**config.mk**
```make
export PLATFORM = sky130hd
export DESIGN_NAME = pcsc_div_cell
export DESIGN_NICKNAME = d
export VERILOG_FILES = /design/src/rtl/core/pcsc_pkg.sv /design/src/rtl/core/pcsc_div_cell.sv
export SDC_FILE = /design/constraint.sdc
export NUM_CORES = 1
export LEC_CHECK = 0
export BUFFER_PORTS_ARGS = -buffer_cell sky130_fd_sc_hd__buf_2
export CAP_MARGIN = 5
export CORE_AREA = 2 2 249 251
export DETAILED_ROUTE_END_ITERATION = 12
export DIE_AREA = 0 0 251 253
export HOLD_SLACK_MARGIN = 0.12
export SLEW_MARGIN = 10
export SYNTH_ARGS = -nofsm -noshare
export SYNTH_HDL_FRONTEND = slang
export SYNTH_SLANG_ARGS = --single-unit
```
**constraint.sdc**
```tcl
create_clock -name clk -period 16.7 [get_ports clk]
set_input_delay 3.34 -clock clk [delete_from_list [all_inputs] [get_ports clk]]
set_output_delay 3.34 -clock clk [all_outputs]
set_load 0.005 [all_outputs]
```
**src/rtl/core/pcsc_pkg.sv**
```systemverilog
`default_nettype none
package pcsc_pkg;

  localparam int FRAC_BITS = 16;
  localparam int NUM_W     = 32;
  localparam int DIV_CELLS = NUM_W;
  localparam logic [31:0] HALF_RATIO = 32'h0000_8000;

  localparam logic [15:0] RST_SCREEN_W = 16'd1920;
  localparam logic [15:0] RST_SCREEN_H = 16'd1080;

  localparam logic [1:0] ST_OK        = 2'd0;
  localparam logic [1:0] ST_BAD_LAYOUT = 2'd1;
  localparam logic [1:0] ST_BAD_SCALE = 2'd2;

  localparam logic [1:0] LAYOUT_LINEAR = 2'd0;
  localparam logic [1:0] LAYOUT_TILED  = 2'd1;

  localparam logic [2:0] REG_SCREEN_W  = 3'd0;
  localparam logic [2:0] REG_SCREEN_H  = 3'd1;
  localparam logic [2:0] REG_CAN_SCALE = 3'd2;
  localparam logic [2:0] REG_CAN_DBL   = 3'd3;
  localparam logic [2:0] REG_CAN_TILE  = 3'd4;

  // Data handed from one divider cell to the next.
  typedef struct packed {
    logic [15:0] rem_h;
    logic [15:0] rem_v;
    logic [31:0] num_h;
    logic [31:0] num_v;
    logic [31:0] q_h;
    logic [31:0] q_v;
    logic [15:0] den_h;
    logic [15:0] den_v;
    logic [15:0] aw;
    logic [15:0] ah;
    logic [14:0] ox;
    logic [14:0] oy;
    logic [15:0] hx;
    logic [15:0] hy;
    logic [15:0] sx;
    logic [15:0] sy;
    logic        bad_layout;
  } cell_t;

  // Visible length of a span of length n starting at s on a screen of size l.
  function automatic logic [15:0] visible_len(logic signed [15:0] s, logic [15:0] n,
                                              logic [15:0] l);
    logic signed [17:0] e;
    logic [15:0] room;
    logic [15:0] res;
    e    = {{2{s[15]}}, s} + {2'b00, n};
    room = l - s;
    if (s[15] || (s == 16'sd0)) begin
      if (!e[17] && (e != 18'sd0)) begin
        res = (e[16:0] < {1'b0, l}) ? e[15:0] : l;
      end else begin
        res = 16'd0;
      end
    end else if (s <= $signed({1'b0, l[14:0]}) || l[15]) begin
      res = (room < n) ? room : n;
    end else begin
      res = 16'd0;
    end
    return res;
  endfunction

endpackage
`default_nettype wire

```
**src/rtl/core/pcsc_div_cell.sv**
```systemverilog
`default_nettype none
module pcsc_div_cell
  import pcsc_pkg::*;
(
  input  wire   clk,
  input  wire   rst_n,
  input  wire   v_in,
  input  cell_t d_in,
  input  wire   hold_in,
  output logic  hold_out,
  output logic  v_out,
  output cell_t d_out
);

  logic  v_r;
  cell_t d_r;
  cell_t d_nxt;
  logic [16:0] th;
  logic [16:0] tv;
  logic qh;
  logic qv;

  // One restoring step per axis: bring down the next dividend bit, subtract if it fits.
  always_comb begin
    d_nxt = d_in;
    th = {d_in.rem_h, d_in.num_h[31]};
    tv = {d_in.rem_v, d_in.num_v[31]};
    qh = (th >= {1'b0, d_in.den_h});
    qv = (tv >= {1'b0, d_in.den_v});
    if (qh) th = th - {1'b0, d_in.den_h};
    if (qv) tv = tv - {1'b0, d_in.den_v};
    d_nxt.rem_h = th[15:0];
    d_nxt.rem_v = tv[15:0];
    d_nxt.num_h = {d_in.num_h[30:0], 1'b0};
    d_nxt.num_v = {d_in.num_v[30:0], 1'b0};
    d_nxt.q_h   = {d_in.q_h[30:0], qh};
    d_nxt.q_v   = {d_in.q_v[30:0], qv};
  end

  assign hold_out = v_r & hold_in;

  always_ff @(posedge clk) begin
    if (!rst_n) begin
      v_r <= 1'b0;
    end else if (!hold_out) begin
      v_r <= v_in;
    end
  end

  always_ff @(posedge clk) begin
    if (!hold_out) begin
      d_r <= d_nxt;
    end
  end

  assign v_out = v_r;
  assign d_out = d_r;

endmodule
`default_nettype wire

```
**Word-level counts from Yosys, hierarchy flattened**

Cells that the tools add are included.

- Add/sub/neg operators: 2
- Magnitude comparators: 2
- Muxes and demuxes: 2
- Bitwise logic cells: 1

Operators by type and width:

| operator | count |
|---|---|
| $ge 17x16->1 | 2 |
| $mux 16 | 2 |
| $sub 16x16->16 | 2 |
| $and 1x1->1 | 1 |

- Register bits: 318
- Bits of input ports: 323
- Output and inout port bits: 321
- Word-level logic and storage cells: 25

**Logic depth before layout (Yosys ltp)**

- Depth in word-level cells: 2
- Mapped depth: 11

**Least setup slack after synthesis**

Ideal clock, no wire load.

- Path kind: input to output
- From: input hold_in
- To: output hold_out
- Data arrival time: 10.569 ns
- Required time: 13.360 ns
- Setup slack: 2.791 ns
- Cell stages on the path: 2
- Path buffers: 0
- Cell sequence: nand2_1 > inv_1

- Longest elaborated chain between the ends: 1

Ends and longest elaborated chain:

| what | line | source |
|---|---|---|
| start: declaration | pcsc_div_cell.sv:9 | `input wire hold_in,` |
| $and 1x1->1 | pcsc_div_cell.sv:40 | `assign hold_out = v_r & hold_in;` |
| end: declaration | pcsc_div_cell.sv:10 | `output logic hold_out,` |

Every way passes these cells.

**Worst setup path after layout**

Ends and elaborated chain as after synthesis.

==> results.md <==
* First-pass GRT wire length at 52000 um
* Critical setup path kind: in -> out
* Synth Area in Adders at 3.69%
* Place WS at 9350 ps
* Starting Density at 19.6%
* CTS Buf Count at 37
* CTS root buf: clkbuf_16
* Synth warn at 0
* Reg2reg end: d_out[10]
* Clock transition at path regs at 60 ps
* Hold Startpoint: v_out
* Routed WL at 37700 um
* Cell Pwr Density at 116 nW/um2
* EDFF count, synth at 317
* Reg-to-reg slack, setup at 13810 ps
* Post-synthesis xor/xnor area fraction at 1.25%
* Setup violators final at 0
* Ys flop type: edfxtp_1
* Via Count at 8330
* Drt drc at 0
* Post-CTS Resized at 0
* IO Pins at 644
* Relative slew slack at 27.6%
* Hold-fix buffers, CTS at 0
* Synth unique cells at 63
* CP required at 13360 ps
* Final net count at 1672
* TritonRoute pass-1 iters at 5
* Largest net degree at the start of global routing at 84
* Seq cells post-synth at 318
* Total of max-cap violations at 0
* Final number of hold-violating endpoints at 0
* R2R cell count at 3
* Synth Area in Simple Gates at 3.60%
* Initial antenna violation count at 7
* Worst Hold Path EP: d_out[251]
* Setup TNS at 0 ps
* WL/cell at 17.7 um
* H-tree levels at 2
* Die area at 63500 um2
* Outcome: finished, final reports clean
* GRT Util Overall at 10.9%
* Worst-path fanout max at 29
* Reg2Reg Launch Point: v_out
* Core Region at 61000 um2
* Count of pins over their slew limit at 0
* Clk_lat worst skew at 540 ps
* # clock sinks at 318
* Setup crit end kind: output pin
* Fin crit share at 44.0%
* LEAKAGE at 7.54 nW
* Commonest non-fill, non-tap cell in the layout: buf_2
* Mapped cell area at 11900 um2
* ANT nets after route at 0
* Main combinational cell family by area after synthesis: compound AO/OA/AOI/OAI gates
* Cell area after layout at 17300 um2
* Post-layout min period at 7350 ps
* Worst hold slack at 828 ps
* Commonest non-fill, non-tap cells in the layout: buf_2 (639), edfxtp_1 (317), inv_1 (46)
* Grt total ovfl at 0
* Compound-gate portion of the synthesized area at 6.28%
* RSZ-0062 raised after global routing: false
* Post-synthesis sequential area ratio at 79.9%
* Via-per-instance ratio at 3.90
* Rows at 91
* Clock tree buffer depth at 3
* Die height at 253 um
* Placed Area at 16100 um2
* Iteration-0 DRC Markers at 440
* Worst slew pin tran at 1090 ps
* Hold-critical path depth at 1
* Fmax at 0.136 GHz
* Post-Synthesis Mean Instance Area at 18.5 um2
* Post-CTS setup repair buffer count at 0
* RD Place Congestion at 0.823
* Vias in the first global route at 8347
* Die X at 251 um
* Crit path DAT at 4010 ps
* Detail Placement HPWL at 29800 um
* Async SR Flop Fraction at 0%
* Class of the worst hold path: reg -> reg
* P&R area growth vs syn at 44.6%
* Mapped Cells at 644
* CTS tree: done
* Worst setup margin at 9350 ps
* Layout cells sized above 1 at 54.5%
* Port Buffers at 639
* Post-synthesis mux area share at 2.96%
* VDD IR-drop max at 0.0710 mV
* Final Skew at 8.53 ps
* Startpoint class of the critical path: primary input
[metal layers]
layer | GRT usage, % | vias up | part of all wire (%)
li1 | - | 3832 | -
met2 | 18.3 | 395 | 48
met1 | 12.4 | 4026 | 38
met4 | 4.23 | 10 | 3.0
met3 | 4.61 | 67 | 10
met5 | 0 | - | 0.15
[kinds of logic after synthesis]
kind of cell,after synthesis
AND/OR/NAND/NOR,84
other,1
multiplexers,29
buffers and inverters,59
flip-flops,318
adder cells (fa/ha/maj),34
AO/OA/AOI/OAI,102
XOR/XNOR,17
[through the flow]
| step | utilization [%] | cells | total power, mW |
|---|---|---|---|
| after global routing | 28.3 | 2133 | 2.10 |
| after floorplan | - | 645 | 1.10 |
| after detailed placement | 26.3 | 2066 | 1.23 |
| after CTS | 28.3 | 2131 | 2.05 |
| after global placement | 26.3 | 2066 | 1.23 |
| final | 28.3 | 2134 | 2.01 |
[area by class of cell]
| type | count | area (um2) |
|---|---|---|
| Inverter | 47 | 179 |
| Multi-Input combinational cell | 268 | 2140 |
| Timing Repair Buffer | 643 | 3230 |
| Clock inverter | 23 | 250 |
| Clock buffer | 42 | 945 |
| Tap cell | 790 | 988 |
| Fill cell | 6219 | 43800 |
| Antenna cell | 3 | 7.51 |
| Sequential cell | 318 | 9540 |
[sequential cells by signal, indices dropped and copies added (netlist names)]
name,cells
d_out,317
v_out,1
[cell usage after synthesis (9+ instances only)]
master	instances	area [um2]
edfxtp_1	317	9520
inv_1	46	173
ha_1	32	400
a21oi_1	20	100
nor2_1	19	71.3
nand2_1	16	60.1
nand3_1	14	70.1
xnor2_1	14	123
a21o_1	10	75.1
mux2_4	10	150
o211ai_1	10	75.1
o21ai_0	10	50.1
nor3_1	9	45.0
[worst max-delay path by stage]
stage,from,end,slack (ps),cells past startpoint
floorplan,hold_in,hold_out,2790,2
global placement,hold_in,hold_out,9390,4
detailed placement,hold_in,hold_out,9350,4
CTS,hold_in,hold_out,9350,4
global route,hold_in,hold_out,9290,4
finish,hold_in,hold_out,9350,4
[worst max-delay path, cell delays in order]
cell and delay [ps]:
buf_2 110, nand2_4 280, inv_1 120, buf_2 150
[power by group]
part           internal (mW)  total (mW)  switching [mW]
clock                  0.472       0.800           0.328
sequential             0.955       0.973          0.0182
combinational          0.113       0.238           0.125
No activity file was read; power rests on OpenSTA's default activity.
