**src/rtl/core/pcsc_pkg.sv**
```systemverilog
`default_nettype none
package pcsc_pkg;

  localparam int FRAC_BITS = 16;
  localparam int NUM_W     = 32;
  localparam int DIV_CELLS = NUM_W;
  localparam logic [31:0] HALF_RATIO = 32'h0000_8000;

  localparam logic [15:0] RST_SCREEN_W = 16'd1920;
  localparam logic [15:0] RST_SCREEN_H = 16'd1080;

  localparam logic [1:0] ST_OK        = 2'd0;
  localparam logic [1:0] ST_BAD_LAYOUT = 2'd1;
  localparam logic [1:0] ST_BAD_SCALE = 2'd2;

  localparam logic [1:0] LAYOUT_LINEAR = 2'd0;
  localparam logic [1:0] LAYOUT_TILED  = 2'd1;

  localparam logic [2:0] REG_SCREEN_W  = 3'd0;
  localparam logic [2:0] REG_SCREEN_H  = 3'd1;
  localparam logic [2:0] REG_CAN_SCALE = 3'd2;
  localparam logic [2:0] REG_CAN_DBL   = 3'd3;
  localparam logic [2:0] REG_CAN_TILE  = 3'd4;

  // Data handed from one divider cell to the next.
  typedef struct packed {
    logic [15:0] rem_h;
    logic [15:0] rem_v;
    logic [31:0] num_h;
    logic [31:0] num_v;
    logic [31:0] q_h;
    logic [31:0] q_v;
    logic [15:0] den_h;
    logic [15:0] den_v;
    logic [15:0] aw;
    logic [15:0] ah;
    logic [14:0] ox;
    logic [14:0] oy;
    logic [15:0] hx;
    logic [15:0] hy;
    logic [15:0] sx;
    logic [15:0] sy;
    logic        bad_layout;
  } cell_t;

  // Visible length of a span of length n starting at s on a screen of size l.
  function automatic logic [15:0] visible_len(logic signed [15:0] s, logic [15:0] n,
                                              logic [15:0] l);
    logic signed [17:0] e;
    logic [15:0] room;
    logic [15:0] res;
    e    = {{2{s[15]}}, s} + {2'b00, n};
    room = l - s;
    if (s[15] || (s == 16'sd0)) begin
      if (!e[17] && (e != 18'sd0)) begin
        res = (e[16:0] < {1'b0, l}) ? e[15:0] : l;
      end else begin
        res = 16'd0;
      end
    end else if (s <= $signed({1'b0, l[14:0]}) || l[15]) begin
      res = (room < n) ? room : n;
    end else begin
      res = 16'd0;
    end
    return res;
  endfunction

endpackage
`default_nettype wire

```
**src/rtl/core/pcsc_tail.sv**
```systemverilog
`default_nettype none
module pcsc_tail
  import pcsc_pkg::*;
(
  input  wire          clk,
  input  wire          rst_n,
  input  wire          v_in,
  input  cell_t        d_in,
  output logic         hold_out,
  input  wire          can_scale,
  input  wire          can_double,
  input  wire          out_stall,
  output logic         out_valid,
  output logic [31:0]  out_h_ratio,
  output logic [31:0]  out_v_ratio,
  output logic [16:0]  out_src_x,
  output logic [16:0]  out_src_y,
  output logic [15:0]  out_src_w,
  output logic [15:0]  out_src_h,
  output logic [14:0]  out_dst_x,
  output logic [14:0]  out_dst_y,
  output logic [15:0]  out_dst_w,
  output logic [15:0]  out_dst_h,
  output logic [1:0]   out_status
);

  logic        vm_r;
  logic        hold_m;
  logic        hold_o;
  logic [31:0] pw_r, ph_r, px_r, py_r;
  logic [31:0] hr_r, vr_r;
  cell_t       dm_r;
  logic        vo_r;
  logic [15:0] ow, oh;
  logic        wok, hok;
  logic [1:0]  st;

  assign hold_o   = vo_r & out_stall;
  assign hold_m   = vm_r & hold_o;
  assign hold_out = hold_m;

  always_ff @(posedge clk) begin
    if (!rst_n) begin
      vm_r <= 1'b0;
      vo_r <= 1'b0;
    end else begin
      if (!hold_m) vm_r <= v_in;
      if (!hold_o) vo_r <= vm_r;
    end
  end

  // Products wrap at 32 bits; only the upper half is used.
  always_ff @(posedge clk) begin
    if (!hold_m) begin
      pw_r <= 32'(d_in.aw * d_in.q_h);
      ph_r <= 32'(d_in.ah * d_in.q_v);
      px_r <= 32'(d_in.hx * d_in.q_h);
      py_r <= 32'(d_in.hy * d_in.q_v);
      hr_r <= d_in.q_h;
      vr_r <= d_in.q_v;
      dm_r <= d_in;
    end
  end

  always_comb begin
    ow  = pw_r[31:16];
    oh  = ph_r[31:16];
    wok = (ow == dm_r.aw) || (can_double && (hr_r == HALF_RATIO));
    hok = (oh == dm_r.ah) || (can_double && (vr_r == HALF_RATIO));
    if (dm_r.bad_layout) st = ST_BAD_LAYOUT;
    else if (!can_scale && !(wok && hok)) st = ST_BAD_SCALE;
    else st = ST_OK;
  end

  always_ff @(posedge clk) begin
    if (!hold_o) begin
      out_h_ratio <= hr_r;
      out_v_ratio <= vr_r;
      out_src_x   <= {1'b0, dm_r.sx} + {1'b0, px_r[31:16]};
      out_src_y   <= {1'b0, dm_r.sy} + {1'b0, py_r[31:16]};
      out_src_w   <= ow;
      out_src_h   <= oh;
      out_dst_x   <= dm_r.ox;
      out_dst_y   <= dm_r.oy;
      out_dst_w   <= dm_r.aw;
      out_dst_h   <= dm_r.ah;
      out_status  <= st;
    end
  end

  assign out_valid = vo_r;

`ifndef SYNTHESIS
  a_out_hold: assert property (@(posedge clk) disable iff (!rst_n)
    (vo_r && out_stall) |=> vo_r) else $error("stalled result dropped");
  a_mul_hold: assert property (@(posedge clk) disable iff (!rst_n)
    hold_m |=> vm_r) else $error("multiply stage lost a request");
  a_status: assert property (@(posedge clk) disable iff (!rst_n)
    vo_r |-> (out_status != 2'd3)) else $error("status code out of range");
  a_stat_hold: assert property (@(posedge clk) disable iff (!rst_n)
    (vo_r && out_stall) |=> $stable(out_status) && $stable(out_h_ratio))
    else $error("stalled result changed");
`endif

endmodule
`default_nettype wire

```
**config.mk**
```make
export PLATFORM = sky130hd
export DESIGN_NAME = pcsc_tail
export DESIGN_NICKNAME = d
export VERILOG_FILES = /design/src/rtl/core/pcsc_pkg.sv /design/src/rtl/core/pcsc_tail.sv
export SDC_FILE = /design/constraint.sdc
export NUM_CORES = 2
export LEC_CHECK = 0
export ABC_AREA = 1
export BUFFER_PORTS_ARGS = -buffer_cell sky130_fd_sc_hd__clkbuf_2
export CELL_PAD_IN_SITES_DETAIL_PLACEMENT = 0
export CELL_PAD_IN_SITES_GLOBAL_PLACEMENT = 1
export CORE_MARGIN = 2
export CORE_UTILIZATION = 35
export DETAILED_ROUTE_END_ITERATION = 10
export PLACE_DENSITY = 0.73
export SYNTH_ARGS = -nofsm -noshare
export SYNTH_HDL_FRONTEND = slang
export SYNTH_SLANG_ARGS = --single-unit
```
**constraint.sdc**
```tcl
create_clock -name clk -period 12.68 [get_ports clk]
set_input_delay 2.536 -clock clk [delete_from_list [all_inputs] [get_ports clk]]
set_output_delay 2.536 -clock clk [all_outputs]
set_load 0.02 [all_outputs]
```
---- Word-level counts from Yosys, hierarchy flattened ----
Index checks and enable logic that the tools add are counted.
word-level totals
  register bits after elaboration ......... 483
  latch bits .............................. 0
  memory bits (writable) .................. 0
  memory bits (read-only) ................. 0
  input bits .............................. 325
  word-level logic and storage cells ...... 47
  memories ................................ 0
operators by class
  $add $sub $neg .......................... 2
  multipliers ............................. 4
  divide/modulo/power cells ............... 0
  magnitude comparators ................... 0
  eq/ne operators ......................... 4
  shift operators ......................... 0
  multiplexer cells ....................... 1
  bitwise logic cells ..................... 2
  reductions and logical operators ........ 8
operators by type and width
  operator                                                                  count
  16-bit by 32-bit multiplier with 32-bit output                            4
  32-bit by 16-bit equality test with 1-bit output (second input constant)  2
  16-bit by 16-bit adder with 17-bit output                                 2
  16-bit equality test                                                      2
  1-bit logical AND                                                         4
  1-bit bitwise AND                                                         2
  1-bit logical NOT                                                         2
  1-bit logical OR                                                          2
  2-bit two-way mux                                                         1

---- Logic depth before layout (Yosys ltp) ----
  depth after elaboration ................. 7
  depth in mapped cells ................... 28

---- Worst setup path before layout ----
OpenSTA, ideal clock, no wires.
  path kind ............................... input to register
  from .................................... input port out_stall
  to ...................................... register dm_r[0] (netlist name), enable pin
  data arrival time ....................... 12296 ps
  path slack .............................. -175 ps
  stages .................................. 3
  cells stage by stage .................... nand2_1 nor2_1 inv_1
on the way
  cells in the longest elaborated chain, start to end .. 2
ends and longest elaborated chain
  element                 line             RTL
  start: declaration      pcsc_tail.sv:12  input wire out_stall,
  1-bit bitwise AND       pcsc_tail.sv:38  assign hold_o = vo_r & out_stall;
  1-bit bitwise AND       pcsc_tail.sv:39  assign hold_m = vm_r & hold_o;
  via hold_out            pcsc_tail.sv:9   output logic hold_out,
  end signal: assignment  pcsc_tail.sv:61  dm_r <= d_in;
  end: declaration        pcsc_tail.sv:32  cell_t dm_r;
The timed path passes the listed nets, and every way through them passes these cells.
A chain may end at the register's enable or synchronous reset.

---- Final worst setup path ----
  from .................................... input port d_in[175] (netlist name)
  to ...................................... register py_r[27] (data pin)
on the way
  cells in the longest elaborated chain, start to end .. 1
ends and longest elaborated chain
  element                                         line             RTL
  start: declaration                              pcsc_tail.sv:8   input cell_t d_in,
  16-bit by 32-bit multiplier with 32-bit output  pcsc_tail.sv:58  py_r <= 32'(d_in.hy * d_in.q_v);
  end signal: assignment                          pcsc_tail.sv:58
  end: declaration                                pcsc_tail.sv:30  logic [31:0] pw_r, ph_r, px_r, py_r;
Every way passes these cells.

==> flow_results.xml <==
<?xml version="1.0" encoding="UTF-8"?>
<metrics>
  <group name="setup_path">
    <metric name="reg2reg_slack" unit="ps">9550</metric>
    <metric name="r2r_end" unit="">dm_r[25]$_DFFE_PN_</metric>
    <metric name="worst-path-max-fanout" unit="">33</metric>
    <metric name="crit_startpoint" unit="">d_in[175]</metric>
    <metric name="worst_path_most_repeated_cell" unit="">fa_1</metric>
    <metric name="r2r_start" unit="">out_valid$_SDFFE_PN0N_</metric>
    <metric name="criticalPathCategory" unit="">in2reg</metric>
    <metric name="crit_chain" unit="">clkbuf_2 -&gt; nand2_1 -&gt; fa_1 -&gt; fa_1 -&gt; fa_1 -&gt; inv_1 -&gt; fa_1 -&gt; fa_1 -&gt; inv_1 -&gt; fa_1 -&gt; inv_1 -&gt; ha_1 -&gt; a21oi_1 -&gt; o21ai_0 -&gt; a21oi_1 -&gt; nor2_1 -&gt; a211oi_1 -&gt; nand2_1 -&gt; xor2_1</metric>
    <metric name="worst_path_max_delay_cell" unit="">clkbuf_2</metric>
    <metric name="crit_required" unit="ps">13080</metric>
    <metric name="setup.worst_path.start_class" unit="">primary input</metric>
    <metric name="crit_end" unit="">py_r[27]$_DFFE_PN_</metric>
    <metric name="rr_worst_depth" unit="">4</metric>
    <metric name="critPathMaxStageDelay" unit="ps">890</metric>
    <metric name="cp.arrival" unit="ps">8520</metric>
    <metric name="setup.worst_path.end_class" unit="">flip-flop</metric>
  </group>
  <group name="timing">
    <metric name="finalSetupTns" unit="ps">0</metric>
    <metric name="fmaxAchievable" unit="MHz">123.2</metric>
    <metric name="finalHoldViolCount" unit="">0</metric>
    <metric name="setup-violations-final" unit="">0</metric>
    <metric name="worst_clock_skew" unit="ps">56.34</metric>
    <metric name="finalWorstPathRequiredPeriod" unit="ps">8118</metric>
    <metric name="final.period_utilization" unit="%">64.03</metric>
    <metric name="rsz0062_at_grt" unit="">false</metric>
    <metric name="timing.slew.headroom" unit="%">14.98</metric>
    <metric name="worstMarginPinSlew" unit="ps">1275</metric>
    <metric name="final-max-slew-violation-count" unit="">0</metric>
  </group>
  <group name="cells_and_area">
    <metric name="num-nets-final" unit="">9343</metric>
    <metric name="drive_gt1_share" unit="%">6.936</metric>
    <metric name="areaGrowthSynthToFinish" unit="%">9.261</metric>
    <metric name="num-fill-cells" unit="">18050</metric>
  </group>
  <group name="grt">
    <metric name="grt_overflow_total" unit="">0</metric>
    <metric name="first_pass_grt_wire_length" unit="mm">291.5</metric>
    <metric name="antenna_found_initial" unit="">16</metric>
    <metric name="grtUsageTotal" unit="%">20.84</metric>
    <metric name="grt_start_max_net_pins" unit="">125</metric>
    <metric name="first_global_vias" unit="">49910</metric>
  </group>
  <group name="floorplanning">
    <metric name="core.rowCount" unit="">155</metric>
    <metric name="design.die.area" unit="um2">182700</metric>
    <metric name="dieWidth" unit="um">427.4</metric>
    <metric name="fp.coreArea" unit="um2">178200</metric>
    <metric name="die_y" unit="um">427.4</metric>
    <metric name="ioPinCount" unit="">521</metric>
    <metric name="floorplan.initialDensity" unit="%">35.20</metric>
  </group>
  <group name="synth">
    <metric name="number_of_synthesized_flops_with_an_enable_pin" unit="">417</metric>
    <metric name="synthArstFlopShare" unit="%">0</metric>
    <metric name="postSynthCellCount" unit="">7367</metric>
    <metric name="synth.cell_area" unit="um2">62740</metric>
    <metric name="synth.area.top_cells" unit="">fa_1 (39%), edfxtp_1 (20%), inv_1 (13%)</metric>
    <metric name="yosysUniqueCellTypes" unit="">48</metric>
    <metric name="synth_warnings" unit="">0</metric>
    <metric name="synthTopCellsByCount" unit="">inv_1 (2157), nand2_1 (2119), fa_1 (1214), edfxtp_1 (417), ha_1 (280)</metric>
    <metric name="synth_most_common_cell" unit="">inv_1</metric>
    <metric name="synth_area_per_cell" unit="um2">8.517</metric>
    <metric name="syn-num-nets" unit="">9186</metric>
    <metric name="synth_top_flop_cell" unit="">edfxtp_1</metric>
    <metric name="seq_area_frac_synth" unit="%">20.02</metric>
    <metric name="synth_top_cell_by_area" unit="">fa_1</metric>
    <metric name="synth_top_area_share" unit="%">38.73</metric>
    <metric name="synth-seq-cells" unit="">419</metric>
  </group>
  <group name="clocking">
    <metric name="cts_tree" unit="">built</metric>
    <metric name="skew_pair_late_insertion_delay" unit="ps">710</metric>
    <metric name="h-tree-depth" unit="">2</metric>
    <metric name="postCtsSetupBuffers" unit="">0</metric>
    <metric name="clock_tree.root_cell" unit="">clkbuf_16</metric>
    <metric name="cts_buffers" unit="">55</metric>
    <metric name="clkSlewWorstSetupHoldPaths" unit="ps">60</metric>
    <metric name="numClockSinks" unit="">419</metric>
    <metric name="max-clock-path-buffers" unit="">3</metric>
    <metric name="ctsHoldBuffers" unit="">0</metric>
    <metric name="post_cts_resize_count" unit="">0</metric>
  </group>
  <group name="run_status">
    <metric name="outcome" unit="">complete, no violations</metric>
  </group>
  <group name="detailed_routing">
    <metric name="wl_per_cell" unit="um">18.68</metric>
    <metric name="drt-vias-per-instance" unit="">4.728</metric>
    <metric name="firstDrtPassIters" unit="">6</metric>
    <metric name="finalWirelength" unit="mm">185.6</metric>
    <metric name="drc_errors" unit="">0</metric>
    <metric name="antenna_left" unit="">0</metric>
    <metric name="drt_first_iter_violations" unit="">3053</metric>
    <metric name="dr_total_vias" unit="">46970</metric>
  </group>
  <group name="hold_path">
    <metric name="min-delay-path-class" unit="">reg2reg</metric>
  </group>
  <group name="place">
    <metric name="place.port_buffers" unit="">392</metric>
    <metric name="place_congestion" unit="">0.9001</metric>
    <metric name="detailed_place_hpwl" unit="mm">136.7</metric>
  </group>
  <group name="run">
    <metric name="drv_cap" unit="">0</metric>
  </group>
</metrics>
[critical path, delay by kind of cell]
| kind | cells | cell delay (ps) |
|---|---|---|
| AND/OR/NAND/NOR | 3 | 350 |
| adder cells (fa/ha/maj) | 7 | 3470 |
| XOR/XNOR | 1 | 160 |
| AO/OA/AOI/OAI | 4 | 920 |
| buffers and inverters | 4 | 1050 |
[sequential cells by signal, indices dropped and copies added (netlist names), 16 cells and up]
name / flops
out_h_ratio: 32
hr_r: 32
out_src_y: 17
out_src_h: 16
out_v_ratio: 32
px_r: 16
py_r: 16
dm_r: 95
vr_r: 32
out_src_x: 17
out_dst_h: 16
ph_r: 16
out_dst_w: 16
pw_r: 16
out_src_w: 16
[logic make-up (layout without fill, tap and decap cells)]
kind of cell / after synthesis / after routing / share of synthesized area [%]
AO/OA/AOI/OAI: 339 / 339 / 3.089
XOR/XNOR: 143 / 143 / 1.996
adder cells (fa/ha/maj): 1494 / 1494 / 44.32
buffers and inverters: 2470 / 2672 / 14.87
flip-flops: 419 / 419 / 20.02
other: 0 / 11 / 0
AND/OR/NAND/NOR: 2502 / 2502 / 15.70
[per-layer routing]
layer,share of wire (%),vias to the layer above,track usage [%]
li1,-,21500,-
met1,44,23760,28.29
met2,47,1430,34.23
met3,5.7,289,2.431
met4,3.9,0,7.682
met5,0,-,0
[per-stage QoR]
step,hold slack (ps),setup WS (ps),instances,util [%],instance area [um2]
2_1_floorplan,400.3,737.7,7367,-,62750
3_3_place_gp,400.4,4012,9822,37.38,66620
3_5_place_dp,404.5,3961,9822,37.38,66620
4_1_cts,418.8,4672,9924,38.45,68530
5_1_grt,421.4,4227,9932,38.46,68550
6_report,417.5,4562,9935,38.46,68550
[cell type report]
cell class | instances | area, um2 | area share (%)
clock inverter | 41 | 485.5 | 0.7082
sequential | 419 | 12560 | 18.32
tap | 2355 | 2947 | 4.298
multi-input combinational | 4478 | 40880 | 59.63
inverter | 2157 | 8100 | 11.82
antenna | 11 | 27.53 | 0.04015
clock buffer | 61 | 1420 | 2.072
timing repair buffer | 413 | 2132 | 3.110
[how the worst min path moves through the flow]
stage	from	endpoint	slack (ps)	depth (start not counted)
final	dm_r[91]$_DFFE_PN_	out_dst_x[11]$_DFFE_PN_	420	0
after floorplan	dm_r[80]$_DFFE_PN_	out_dst_x[0]$_DFFE_PN_	400	0
after CTS	dm_r[91]$_DFFE_PN_	out_dst_x[11]$_DFFE_PN_	420	0
after global routing	dm_r[86]$_DFFE_PN_	out_dst_x[6]$_DFFE_PN_	420	0
after global placement	dm_r[88]$_DFFE_PN_	out_dst_x[8]$_DFFE_PN_	400	0
after detailed placement	dm_r[91]$_DFFE_PN_	out_dst_x[11]$_DFFE_PN_	400	0
[placed cells by master (no fill, tap or decap), types with 7 or more instances in the layout]
cell       Yosys  layout
nand2_1     2119    2118
inv_6          0       9
bufinv_16      0       8
clkinv_2       0       7
edfxtp_1     417     417
ha_1         280     280
o21ai_0       81      81
o21bai_1      13      13
a31oi_1       15      15
fa_1        1214    1214
nor3_1        34      34
buf_4          4      20
inv_1       2157    2156
nand3_1      105     105
o21ai_1        7       7
a21o_1        19      19
nand4_1       37      37
xnor2_1       47      47
clkbuf_16      0      56
clkinv_1       0       7
nor4_1        29      27
diode_2        0      11
a21oi_1      163     163
nand3b_1      12      12
xor2_1        96      96
clkbuf_2       1     392
nor2_1       149     149
Power is not shown: default switching activity piles up to over one toggle a cycle in this logic, so the estimate is an artifact.
